$ cat src/design/bnfra_pkg.sv
// bnfra_pkg: shared types, codes and widths of the bitmap next-fit run allocator
// depends on nothing; every other design file refers to it by scoped names

package bnfra_pkg;

    // field widths fixed by the block's interface
    localparam int FUNC_W  = 2;
    localparam int BLOCK_W = 16;
    localparam int CNT_W   = 17;
    localparam int WORD_W  = 64;

    // default bitmap capacity and register value after reset
    localparam int MAX_BLOCKS_DEF = 65536;
    localparam int RESET_BLOCKS   = 65536;

    typedef logic [CNT_W-1:0]   t_cnt;
    typedef logic [BLOCK_W-1:0] t_block;
    typedef logic [WORD_W-1:0]  t_word;

    // operation codes of a request word
    typedef enum logic [FUNC_W-1:0] {
        FN_CLEAR = 2'd0,
        FN_MARK  = 2'd1,
        FN_ALLOC = 2'd2
    } t_func;

    // kind of response word to build
    typedef enum logic [1:0] {
        RES_ZERO    = 2'd0,
        RES_NOSPACE = 2'd1,
        RES_GRANT   = 2'd2
    } t_res;

    // outcome of one byte-lane scan step
    typedef struct packed {
        logic       done;
        logic [3:0] k;
        logic       start_hit;
        logic [2:0] start_off;
        logic [3:0] end_pos;
    } t_scan_res;

    // controller to datapath
    typedef struct packed {
        logic req_load;
        logic clear_init;
        logic sweep_step;
        logic mark_init;
        logic alloc_mark_init;
        logic mark_rd;
        logic mark_wr;
        logic scan_init;
        logic scan_rd;
        logic scan_chunk;
        logic scan_wrap;
        logic scan_stop;
        logic out_load;
        t_res res_kind;
    } t_dp_cmd;

    // datapath to controller
    typedef struct packed {
        t_func func;
        logic  mark_empty;
        logic  no_space;
        logic  sweep_last;
        logic  mark_last;
        logic  at_lim;
        logic  run_zero;
        logic  wrapped;
        logic  scan_done;
        logic  word_next;
        logic  out_free;
    } t_dp_status;

endpackage

$ cat src/design/bnfra_ctrl.sv
// bnfra_ctrl: sequencer for clear sweeps, range marking and next-fit scans
// depends on bnfra_pkg for the command and status structs

module bnfra_ctrl (
    input  logic                  i_clk,
    input  logic                  i_rst_n,
    input  logic                  i_req_valid,
    output logic                  o_req_ready,
    input  bnfra_pkg::t_dp_status i_status,
    output bnfra_pkg::t_dp_cmd    o_cmd
);

    typedef enum logic [8:0] {
        S_SWEEP   = 9'b000000001,
        S_IDLE    = 9'b000000010,
        S_DECODE  = 9'b000000100,
        S_MARK_RD = 9'b000001000,
        S_MARK_WR = 9'b000010000,
        S_SCAN_RD = 9'b000100000,
        S_SCAN    = 9'b001000000,
        S_GRANT   = 9'b010000000,
        S_FINISH  = 9'b100000000
    } t_state;

    t_state          r_state, n_state;
    bnfra_pkg::t_res r_kind, n_kind;
    logic            r_reply, n_reply;

    assign o_req_ready = (r_state == S_IDLE);

    // next state and commands
    always_comb begin
        n_state = r_state;
        n_kind  = r_kind;
        n_reply = r_reply;
        o_cmd   = '0;
        o_cmd.res_kind = r_kind;
        unique case (r_state)
            S_SWEEP: begin
                o_cmd.sweep_step = 1'b1;
                if (i_status.sweep_last) begin
                    n_reply = 1'b0;
                    n_state = r_reply ? S_FINISH : S_IDLE;
                end
            end
            S_IDLE: begin
                if (i_req_valid) begin
                    o_cmd.req_load = 1'b1;
                    n_state = S_DECODE;
                end
            end
            S_DECODE: begin
                n_kind = bnfra_pkg::RES_ZERO;
                unique case (i_status.func)
                    bnfra_pkg::FN_CLEAR: begin
                        o_cmd.clear_init = 1'b1;
                        n_reply = 1'b1;
                        n_state = S_SWEEP;
                    end
                    bnfra_pkg::FN_MARK: begin
                        if (i_status.mark_empty) begin
                            n_state = S_FINISH;
                        end else begin
                            o_cmd.mark_init = 1'b1;
                            n_state = S_MARK_RD;
                        end
                    end
                    bnfra_pkg::FN_ALLOC: begin
                        if (i_status.no_space) begin
                            n_kind  = bnfra_pkg::RES_NOSPACE;
                            n_state = S_FINISH;
                        end else begin
                            o_cmd.scan_init = 1'b1;
                            n_state = S_SCAN_RD;
                        end
                    end
                    default: begin
                        n_state = S_FINISH;
                    end
                endcase
            end
            S_MARK_RD: begin
                o_cmd.mark_rd = 1'b1;
                n_state = S_MARK_WR;
            end
            S_MARK_WR: begin
                o_cmd.mark_wr = 1'b1;
                n_state = i_status.mark_last ? S_FINISH : S_MARK_RD;
            end
            S_SCAN_RD: begin
                o_cmd.scan_rd = 1'b1;
                n_state = S_SCAN;
            end
            S_SCAN: begin
                if (i_status.at_lim) begin
                    // limit reached: grant, give up, or wrap to block zero
                    if (i_status.wrapped || !i_status.run_zero) begin
                        o_cmd.scan_stop = 1'b1;
                        if (!i_status.run_zero) begin
                            n_kind  = bnfra_pkg::RES_GRANT;
                            n_state = S_GRANT;
                        end else begin
                            n_kind  = bnfra_pkg::RES_NOSPACE;
                            n_state = S_FINISH;
                        end
                    end else begin
                        o_cmd.scan_wrap = 1'b1;
                        n_state = S_SCAN_RD;
                    end
                end else begin
                    o_cmd.scan_chunk = 1'b1;
                    if (i_status.scan_done) begin
                        n_kind  = bnfra_pkg::RES_GRANT;
                        n_state = S_GRANT;
                    end else if (i_status.word_next) begin
                        n_state = S_SCAN_RD;
                    end
                end
            end
            S_GRANT: begin
                o_cmd.alloc_mark_init = 1'b1;
                n_state = S_MARK_RD;
            end
            S_FINISH: begin
                if (i_status.out_free) begin
                    o_cmd.out_load = 1'b1;
                    n_state = S_IDLE;
                end
            end
            default: begin
                n_state = S_IDLE;
            end
        endcase
    end

    // state registers
    always_ff @(posedge i_clk) begin
        if (!i_rst_n) begin
            r_state <= S_SWEEP;
            r_kind  <= bnfra_pkg::RES_ZERO;
            r_reply <= 1'b0;
        end else begin
            r_state <= n_state;
            r_kind  <= n_kind;
            r_reply <= n_reply;
        end
    end

endmodule

$ cat config.mk
export PLATFORM = sky130hd
export DESIGN_NAME = bnfra_ctrl
export DESIGN_NICKNAME = d
export VERILOG_FILES = /design/src/design/bnfra_pkg.sv /design/src/design/bnfra_ctrl.sv
export SDC_FILE = /design/constraint.sdc
export NUM_CORES = 1
export LEC_CHECK = 0
export ABC_CLOCK_PERIOD_IN_PS = 1960
export BUFFER_PORTS_ARGS = -buffer_cell sky130_fd_sc_hd__buf_2
export CORE_MARGIN = 2
export CORE_UTILIZATION = 35
export DETAILED_ROUTE_END_ITERATION = 10
export GPL_TIMING_DRIVEN = 1
export PLACE_DENSITY = 0.58
export REMOVE_ABC_BUFFERS = 1
export SLEW_MARGIN = 0
export SYNTH_ARGS = -nofsm -noshare
export SYNTH_HDL_FRONTEND = slang
export SYNTH_SLANG_ARGS = --single-unit
$ cat constraint.sdc
create_clock -name i_clk -period 1.96 [get_ports i_clk]
set_clock_uncertainty 0.05 [all_clocks]
set_input_delay 0.196 -clock i_clk [delete_from_list [all_inputs] [get_ports i_clk]]
set_output_delay 0.196 -clock i_clk [all_outputs]
set_load 0.01 [all_outputs]
==> reports/qor.log, run 1 <==
qor: cts.worst_setup_hold_path_clk_slew 0.09 ns
qor: critical_path.critical_path.startpoint_type flip-flop
qor: yosys.synth_top_cells_by_count sky130_fd_sc_hd__nor2_1, sky130_fd_sc_hd__dfxtp_1, sky130_fd_sc_hd__a21oi_1
qor: layout.synthToLayoutAreaGrowth 47.77%
qor: drt.drt-total-wl 2694 µm
qor: die.initial_utilization 0.3609
qor: sta.tightestPinTransition 0.4223 ns
qor: cts.cts_made_buffers 3
qor: drt.drt.antenna.violating_nets 0
qor: die.die-width 53.85 µm
qor: cts.clock_insertion_delay_worst_skew 0.27 ns
qor: global_routing.maximum_number_of_pins_on_one_net_before_global_route_repair 11
qor: cts.tritoncts done
qor: die.num_rows 18
qor: sta.hold_violations 0
qor: yosys.synthDistinctLibCells 45
qor: sta.grt_setup_unrepaired true
qor: drt.first_pass_iters 5
qor: sta.fin_setup_tns 0 ns
qor: global_routing.grt_usage 0.1983
qor: worst_hold_path.type_of_the_most_critical_hold_path in -> reg
qor: critical_path.arrival_time_worst_endpoint 1.71 ns
qor: die.die_span_y 53.85 µm
qor: yosys.synth_ff_type sky130_fd_sc_hd__dfxtp_1
qor: placement.place_hpwl 1895 µm
qor: power.power_consumption 706.9 µW
qor: layout.final_core_utilization 0.5332
qor: drt.drtIter0Drc 39
qor: power.power.sequential.fraction 0.383
qor: sta.setup_viol 0
qor: power.total_leakage_power 0.5917 nW
qor: power.power.switching_fraction 0.3227
qor: critical_path.setup_slack_of_the_worst_register_to_register_path 0.08 ns
qor: global_routing.grt.met1_usage 0.2453
qor: global_routing.globalRoute.busiestLayer met2
qor: power.power_density 550.2 mW/mm²
qor: critical_path.endpoint_kind output pin
qor: critical_path.timing_worst_setup_path_type reg -> out
qor: sta.final.min_clock_period 1.954 ns
qor: placement.io_buffers 30
qor: power.comb_power_share 0.327
qor: yosys.synth.largest_area_cell sky130_fd_sc_hd__dfxtp_1
qor: sta.finalHoldWorstSlack 0.1159 ns
qor: yosys.ys_seq_area_frac 0.2763
qor: global_routing.grt_first_pass_wirelength 4064 µm
qor: cts.root_buffer sky130_fd_sc_hd__clkbuf_4
qor: drt.drc 0
qor: power.switching_power 228.2 µW
qor: yosys.warnings_from_yosys 0
qor: yosys.synth.ff_latch_count 12
qor: yosys.synth.area.top_cells sky130_fd_sc_hd__dfxtp_1, sky130_fd_sc_hd__nor2_1, sky130_fd_sc_hd__a21oi_1, sky130_fd_sc_hd__nor4b_2, sky130_fd_sc_hd__o211ai_1
qor: sta.fmax 511.8 MHz
qor: cts.cts_hold_repair.buffers 0
qor: sta.timing.final.max_slew_violations 0
qor: power.vdd_drop_max 0.3404 mV
qor: drt.vias_per_cell 5.644
qor: yosys.post_synth_instance_area 869.6 µm²
qor: die.pin_count 31
qor: yosys.syn_avg_cell_area 8.525 µm²
qor: layout.num-fill-cells 226
qor: critical_path.worst_ep_required_time 1.71 ns
qor: critical_path.critPathMaxFanout 4
qor: cts.clock_tree.htree_level_count 1
qor: cts.numClockSinks 12
qor: yosys.synthCells 102
qor: drt.routedWlPerCell 14.97 µm
qor: yosys.netlist.area_leader.share 0.2763
qor: outcome.outcome complete, no violations
qor: global_routing.overflow 0
qor: sta.max_slew_margin 0.7181
qor: global_routing.grt_use_met3 0.02778
qor: global_routing.globalRouteMet2Util 0.3232
qor: global_routing.grt_antenna_before_repair 0
qor: yosys.synth_most_common_cell sky130_fd_sc_hd__nor2_1
qor: job.max_cap_violations 0
qor: die.placeableCoreArea 0.002410 mm²
qor: sta.min_period_over_period 0.9970
qor: power.p_int 478.8 µW
qor: placement.gp_congestion 0.8587
qor: die.die_area 0.002899 mm²
qor: yosys.synth-edff-count 0
qor: yosys.synthArstFlopShare 0
qor: cts.clockBufferDepth 2
qor: layout.antenna-diode-count 0
qor: power.p_clk_frac 0.290
qor: layout.final_net_count 166
qor: layout.drive_above_1_share 0.5000
qor: global_routing.first_global_vias 886
qor: drt.num_vias 1,016
==> stage by stage <==
| stage | worst slack (ns) | area [µm²] | instances |
|---|---|---|---|
| floorplan | 0.3399 | 854.6 | 100 |
| global placement | 0.1790 | 1057 | 162 |
| detailed placement | 0.1521 | 1057 | 162 |
| CTS | -0.007589 | 1174 | 171 |
| global route | -0.07325 | 1285 | 180 |
| finish | 0.005963 | 1285 | 180 |
==> cells by family (layout without fill, tap and decap cells) <==
group                     Yosys count  count (layout)  share of synthesized area
DFF                                12              12                     0.2763
muxes                               1               1                    0.01295
AOI/OAI and AO/OA                  30              30                     0.2432
xor gates and xnor gates            1               1                    0.01007
buffers and inverters              10              58                    0.05179
and+or+nand+nor                    48              48                     0.4058
==> layout make-up <==
cell class | count | area, µm² | area share
inverters | 8 | 30.03 | 0.02337
multi-input cells | 80 | 638.1 | 0.4966
well taps | 30 | 37.54 | 0.02921
repair buffers | 46 | 290.3 | 0.2259
clock buffers | 4 | 36.28 | 0.02824
flip-flops and latches | 12 | 252.7 | 0.1967
==> worst paths after layout <==
check / startpoint / depth (start not counted) / end
worst min register to register: r_kind[1] / 2 / r_kind[1]
worst max register to register: r_state[7] / 6 / r_state[8]
worst min-delay path: i_status[7] / 2 / r_state[0]
worst max-delay path: r_state[5] / 5 / o_cmd[13]
==> critical path, cell delays in order (launching register included) <==
cell and delay, ns:
sky130_fd_sc_hd__dfxtp_4 0.36, sky130_fd_sc_hd__nor4_4 0.35, sky130_fd_sc_hd__nand4b_4 0.19, sky130_fd_sc_hd__or3_4 0.38
sky130_fd_sc_hd__inv_2 0.06, sky130_fd_sc_hd__buf_6 0.09
==> placed cells by master, fill, tap and decap left out, types with 2 or more instances in the layout <==
cell,Yosys,routed
sky130_fd_sc_hd__buf_4,0,14
sky130_fd_sc_hd__nor3b_1,2,2
sky130_fd_sc_hd__inv_2,0,2
sky130_fd_sc_hd__nand4_1,2,2
sky130_fd_sc_hd__dfxtp_4,0,3
sky130_fd_sc_hd__buf_6,1,4
sky130_fd_sc_hd__buf_2,0,28
sky130_fd_sc_hd__inv_1,6,5
sky130_fd_sc_hd__a21oi_1,8,8
sky130_fd_sc_hd__nor4b_4,0,2
sky130_fd_sc_hd__nor4_4,1,2
sky130_fd_sc_hd__o211ai_1,4,4
sky130_fd_sc_hd__nand2_1,5,5
sky130_fd_sc_hd__o22ai_1,2,2
sky130_fd_sc_hd__clkbuf_4,0,3
sky130_fd_sc_hd__o21ai_0,5,5
sky130_fd_sc_hd__nor3_1,4,3
sky130_fd_sc_hd__and4b_2,1,2
sky130_fd_sc_hd__nor2_1,13,12
sky130_fd_sc_hd__nor2b_1,2,2
sky130_fd_sc_hd__dfxtp_1,12,8
==> layer usage <==
metal  vias to the layer above  part of all wire
li1                        484                 -
met1                       468              0.41
met2                        54              0.49
met3                        10             0.070
met4                         0             0.029
met5                         -                 0
==> power groups by stage <==
| stage | clock [mW] | combinational (mW) | sequential [mW] |
|---|---|---|---|
| 2_1_floorplan | 0 | 0.112 | 0.277 |
| 3_3_place_gp | 0 | 0.182 | 0.277 |
| 3_5_place_dp | 0 | 0.182 | 0.278 |
| 4_1_cts | 0.212 | 0.187 | 0.270 |
| 5_1_grt | 0.229 | 0.250 | 0.273 |
| 6_report | 0.205 | 0.231 | 0.271 |
==> flip-flops by register name, summed over array words and instances (netlist names) <==
register and flops:
r_state 9, r_kind 2, r_reply 1
==> repair_timing <==
action                                  in CTS  in global routing
endpoints found under the setup margin       4                 10
setup buffers                                5                  9
resized for setup                           11                 11
pin swaps                                    3                 10
Note: power is estimated with default switching activity, not from simulation.
==> inputs of run 2 (changes only) <==
BUFFER_PORTS_ARGS = unset   (was -buffer_cell sky130_fd_sc_hd__buf_2)
DONT_BUFFER_PORTS = 1   (was unset)
PLACE_DENSITY = 0.47   (was 0.58)
==> run 2 against run 1 <==
Clock power is 25% lower. Die area stayed put. Count of clock-buffer cells in the layout decreased by 1. First-iteration DRC count shrank 67%. Register-to-register slack better by 0.10 ns. Sequential share of layout area is 3.5 points higher. Utilization shrank 9.2 points. Combinational power down 19%. Sequential cell count unchanged. Largest cell class unchanged. Non-clock buffer count fell by 33. Global-route usage down 0.81 points.
==> reports/qor.log, run 2 (synthesis gave the netlist of run 1 again) <==
qor: power.power_density 578.6 mW/mm² [+5.2%]
qor: sta.grt_setup_unrepaired true
qor: critical_path.critPathMaxFanout 6 [+2]
qor: layout.largest-register r_state
qor: die.die-width 53.85 µm [unchanged]
qor: global_routing.overflow 0 [unchanged]
qor: global_routing.grt_antenna_before_repair 0 [unchanged]
qor: critical_path.largest_stage_delay_on_the_critical_path 0.38 ns [about the same]
qor: drt.drt-total-wl 2486 µm [-7.7%]
qor: sta.min_period_over_period 0.9990 [+0.002033]
qor: cts.root_buffer sky130_fd_sc_hd__clkbuf_4
qor: critical_path.worst_ep_required_time 1.71 ns [about the same]
qor: cts.numClockSinks 12 [unchanged]
qor: power.power_consumption 614.6 µW [-13%]
qor: layout.mostFrequentLayoutCell sky130_fd_sc_hd__nor2_1
qor: cts.tritoncts done
qor: global_routing.grt_usage 0.1901 [-0.008116]
qor: critical_path.worst-path-buf-inv 2 [unchanged]
qor: sta.finalHoldWorstSlack 0.02559 ns [-0.09030 ns]
qor: critical_path.path_cells nor4_4, buf_4, and4b_1, buf_6, and2_4
qor: drt.num_vias 845 [-17%]
qor: placement.place_hpwl 1861 µm [-1.8%]
qor: job.max_cap_violations 0 [unchanged]
qor: sta.tightestPinTransition 0.4123 ns [-0.009988 ns]
qor: critical_path.arrival_time_worst_endpoint 1.71 ns [about the same]
qor: layout.num-fill-cells 252 [+12%]
qor: die.die_area 0.002899 mm² [unchanged]
qor: global_routing.maximum_number_of_pins_on_one_net_before_global_route_repair 11 [unchanged]
qor: sta.max_slew_margin 0.7244 [+0.006325]
qor: critical_path.timing_worst_setup_path_type reg -> out
qor: placement.gp_congestion 0.7786 [-9.3%]
qor: power.total_leakage_power 0.4050 nW [-32%]
qor: drt.drc 0 [unchanged]
qor: drt.vias_per_cell 5.788 [+2.5%]
qor: drt.drt.antenna.violating_nets 0 [unchanged]
qor: critical_path.cp_slowest_cell sky130_fd_sc_hd__dfxtp_4
qor: sta.final.min_clock_period 1.958 ns [+0.003985 ns]
qor: critical_path.critical_path.startpoint_type flip-flop
qor: cts.cts_made_buffers 3 [unchanged]
qor: cts.worst_setup_hold_path_clk_slew 0.07 ns [-0.02 ns]
qor: die.die_span_y 53.85 µm [unchanged]
qor: global_routing.grt_first_pass_wirelength 3822 µm [-6.0%]
qor: sta.hold_violations 0 [unchanged]
qor: layout.drive_above_1_share 0.3276 [-0.1724]
qor: critical_path.endpoint_kind output pin
qor: layout.synthToLayoutAreaGrowth 22.16%
qor: sta.setup_viol 0 [unchanged]
qor: critical_path.cpLargestDelayFamily simple AND/OR/NAND/NOR gates
qor: die.pin_count 31 [unchanged]
qor: die.initial_utilization 0.3609 [unchanged]
qor: cts.clockBufferDepth 2 [unchanged]
qor: sta.timing.final.max_slew_violations 0 [unchanged]
qor: drt.drtIter0Drc 13 [-67%]
qor: outcome.outcome complete, no violations
qor: layout.final_core_utilization 0.4408 [-0.09242]
qor: placement.dp.cells 134 [-17%]
qor: layout.largest_register_ff_count 9 [unchanged]
qor: layout.post_route_insts_no_fill 146 [-19%]
qor: sta.fmax 510.7 MHz [-0.20%]
qor: cts.clock_insertion_delay_worst_skew 0.27 ns [about the same]
qor: layout.final_cell_mix sky130_fd_sc_hd__nor2_1, sky130_fd_sc_hd__buf_4, sky130_fd_sc_hd__dfxtp_1, sky130_fd_sc_hd__a21oi_1
qor: layout.final_net_count 133 [-20%]
qor: die.placeableCoreArea 0.002410 mm² [unchanged]
qor: die.num_rows 18 [unchanged]
qor: drt.first_pass_iters 4 [-1]
qor: layout.antenna-diode-count 0 [unchanged]
qor: cts.clock_tree.htree_level_count 1 [unchanged]
qor: sta.fin_setup_tns 0 ns [unchanged]
qor: power.vdd_drop_max 0.2640 mV [-22%]
qor: placement.io_buffers 0 [-100%]
qor: global_routing.first_global_vias 836 [-5.6%]
qor: drt.routedWlPerCell 17.03 µm [+14%]
qor: worst_hold_path.type_of_the_most_critical_hold_path in -> reg
qor: layout.layout_top_registers r_state: 9 flops, r_kind: 2 flops, r_reply: 1 flops
## run 2: cell type report
| class | count | area [µm²] | share of cell area |
|---|---|---|---|
| multi-input cells | 80 | 619.3 | 0.5830 |
| flip-flops and latches | 12 | 246.5 | 0.2320 |
| clock buffers | 3 | 22.52 | 0.02120 |
| well taps | 30 | 37.54 | 0.03534 |
| inverters | 8 | 30.03 | 0.02827 |
| repair buffers | 13 | 106.4 | 0.1001 |
## run 2: what timing repair did
action	4_1_cts	5_1_grt
gates resized for setup	2	11
hold buffers	2	0
setup endpoints to repair	3	8
pin swaps	1	5
buffers inserted	2	5
endpoints found under the hold margin	3	0
## run 2: power breakdown
group	internal, mW	leakage (nW)	switching (mW)
sequential	0.253	0.0993	0.0227
clock	0.0710	0.0138	0.0825
combinational	0.0935	0.292	0.0923
## run 2: worst paths after layout
kind                     end  slack, ns  cells after the start   startpoint
hold reg to reg    r_kind[1]       0.50                      2    r_kind[1]
setup / recovery   o_cmd[14]      0.002                      5   r_state[7]
setup reg to reg  r_state[8]       0.18                      5   r_state[1]
hold / removal    r_state[2]       0.03                      1  i_req_valid
## run 2: through the flow
step                area, µm²  setup WS, ns
floorplan               854.6        0.3399
finish                   1062      0.001978
global placement        922.1        0.1951
CTS                     997.2      -0.02619
global route             1062      -0.04742
detailed placement      922.1        0.1792
## run 2: layer usage
metal / track usage / wire [µm]
met1: 0.2301 / 1099
met2: 0.2947 / 1195
met3: 0.06667 / 175
met4: 0.09829 / 15
met5: 0 / 0
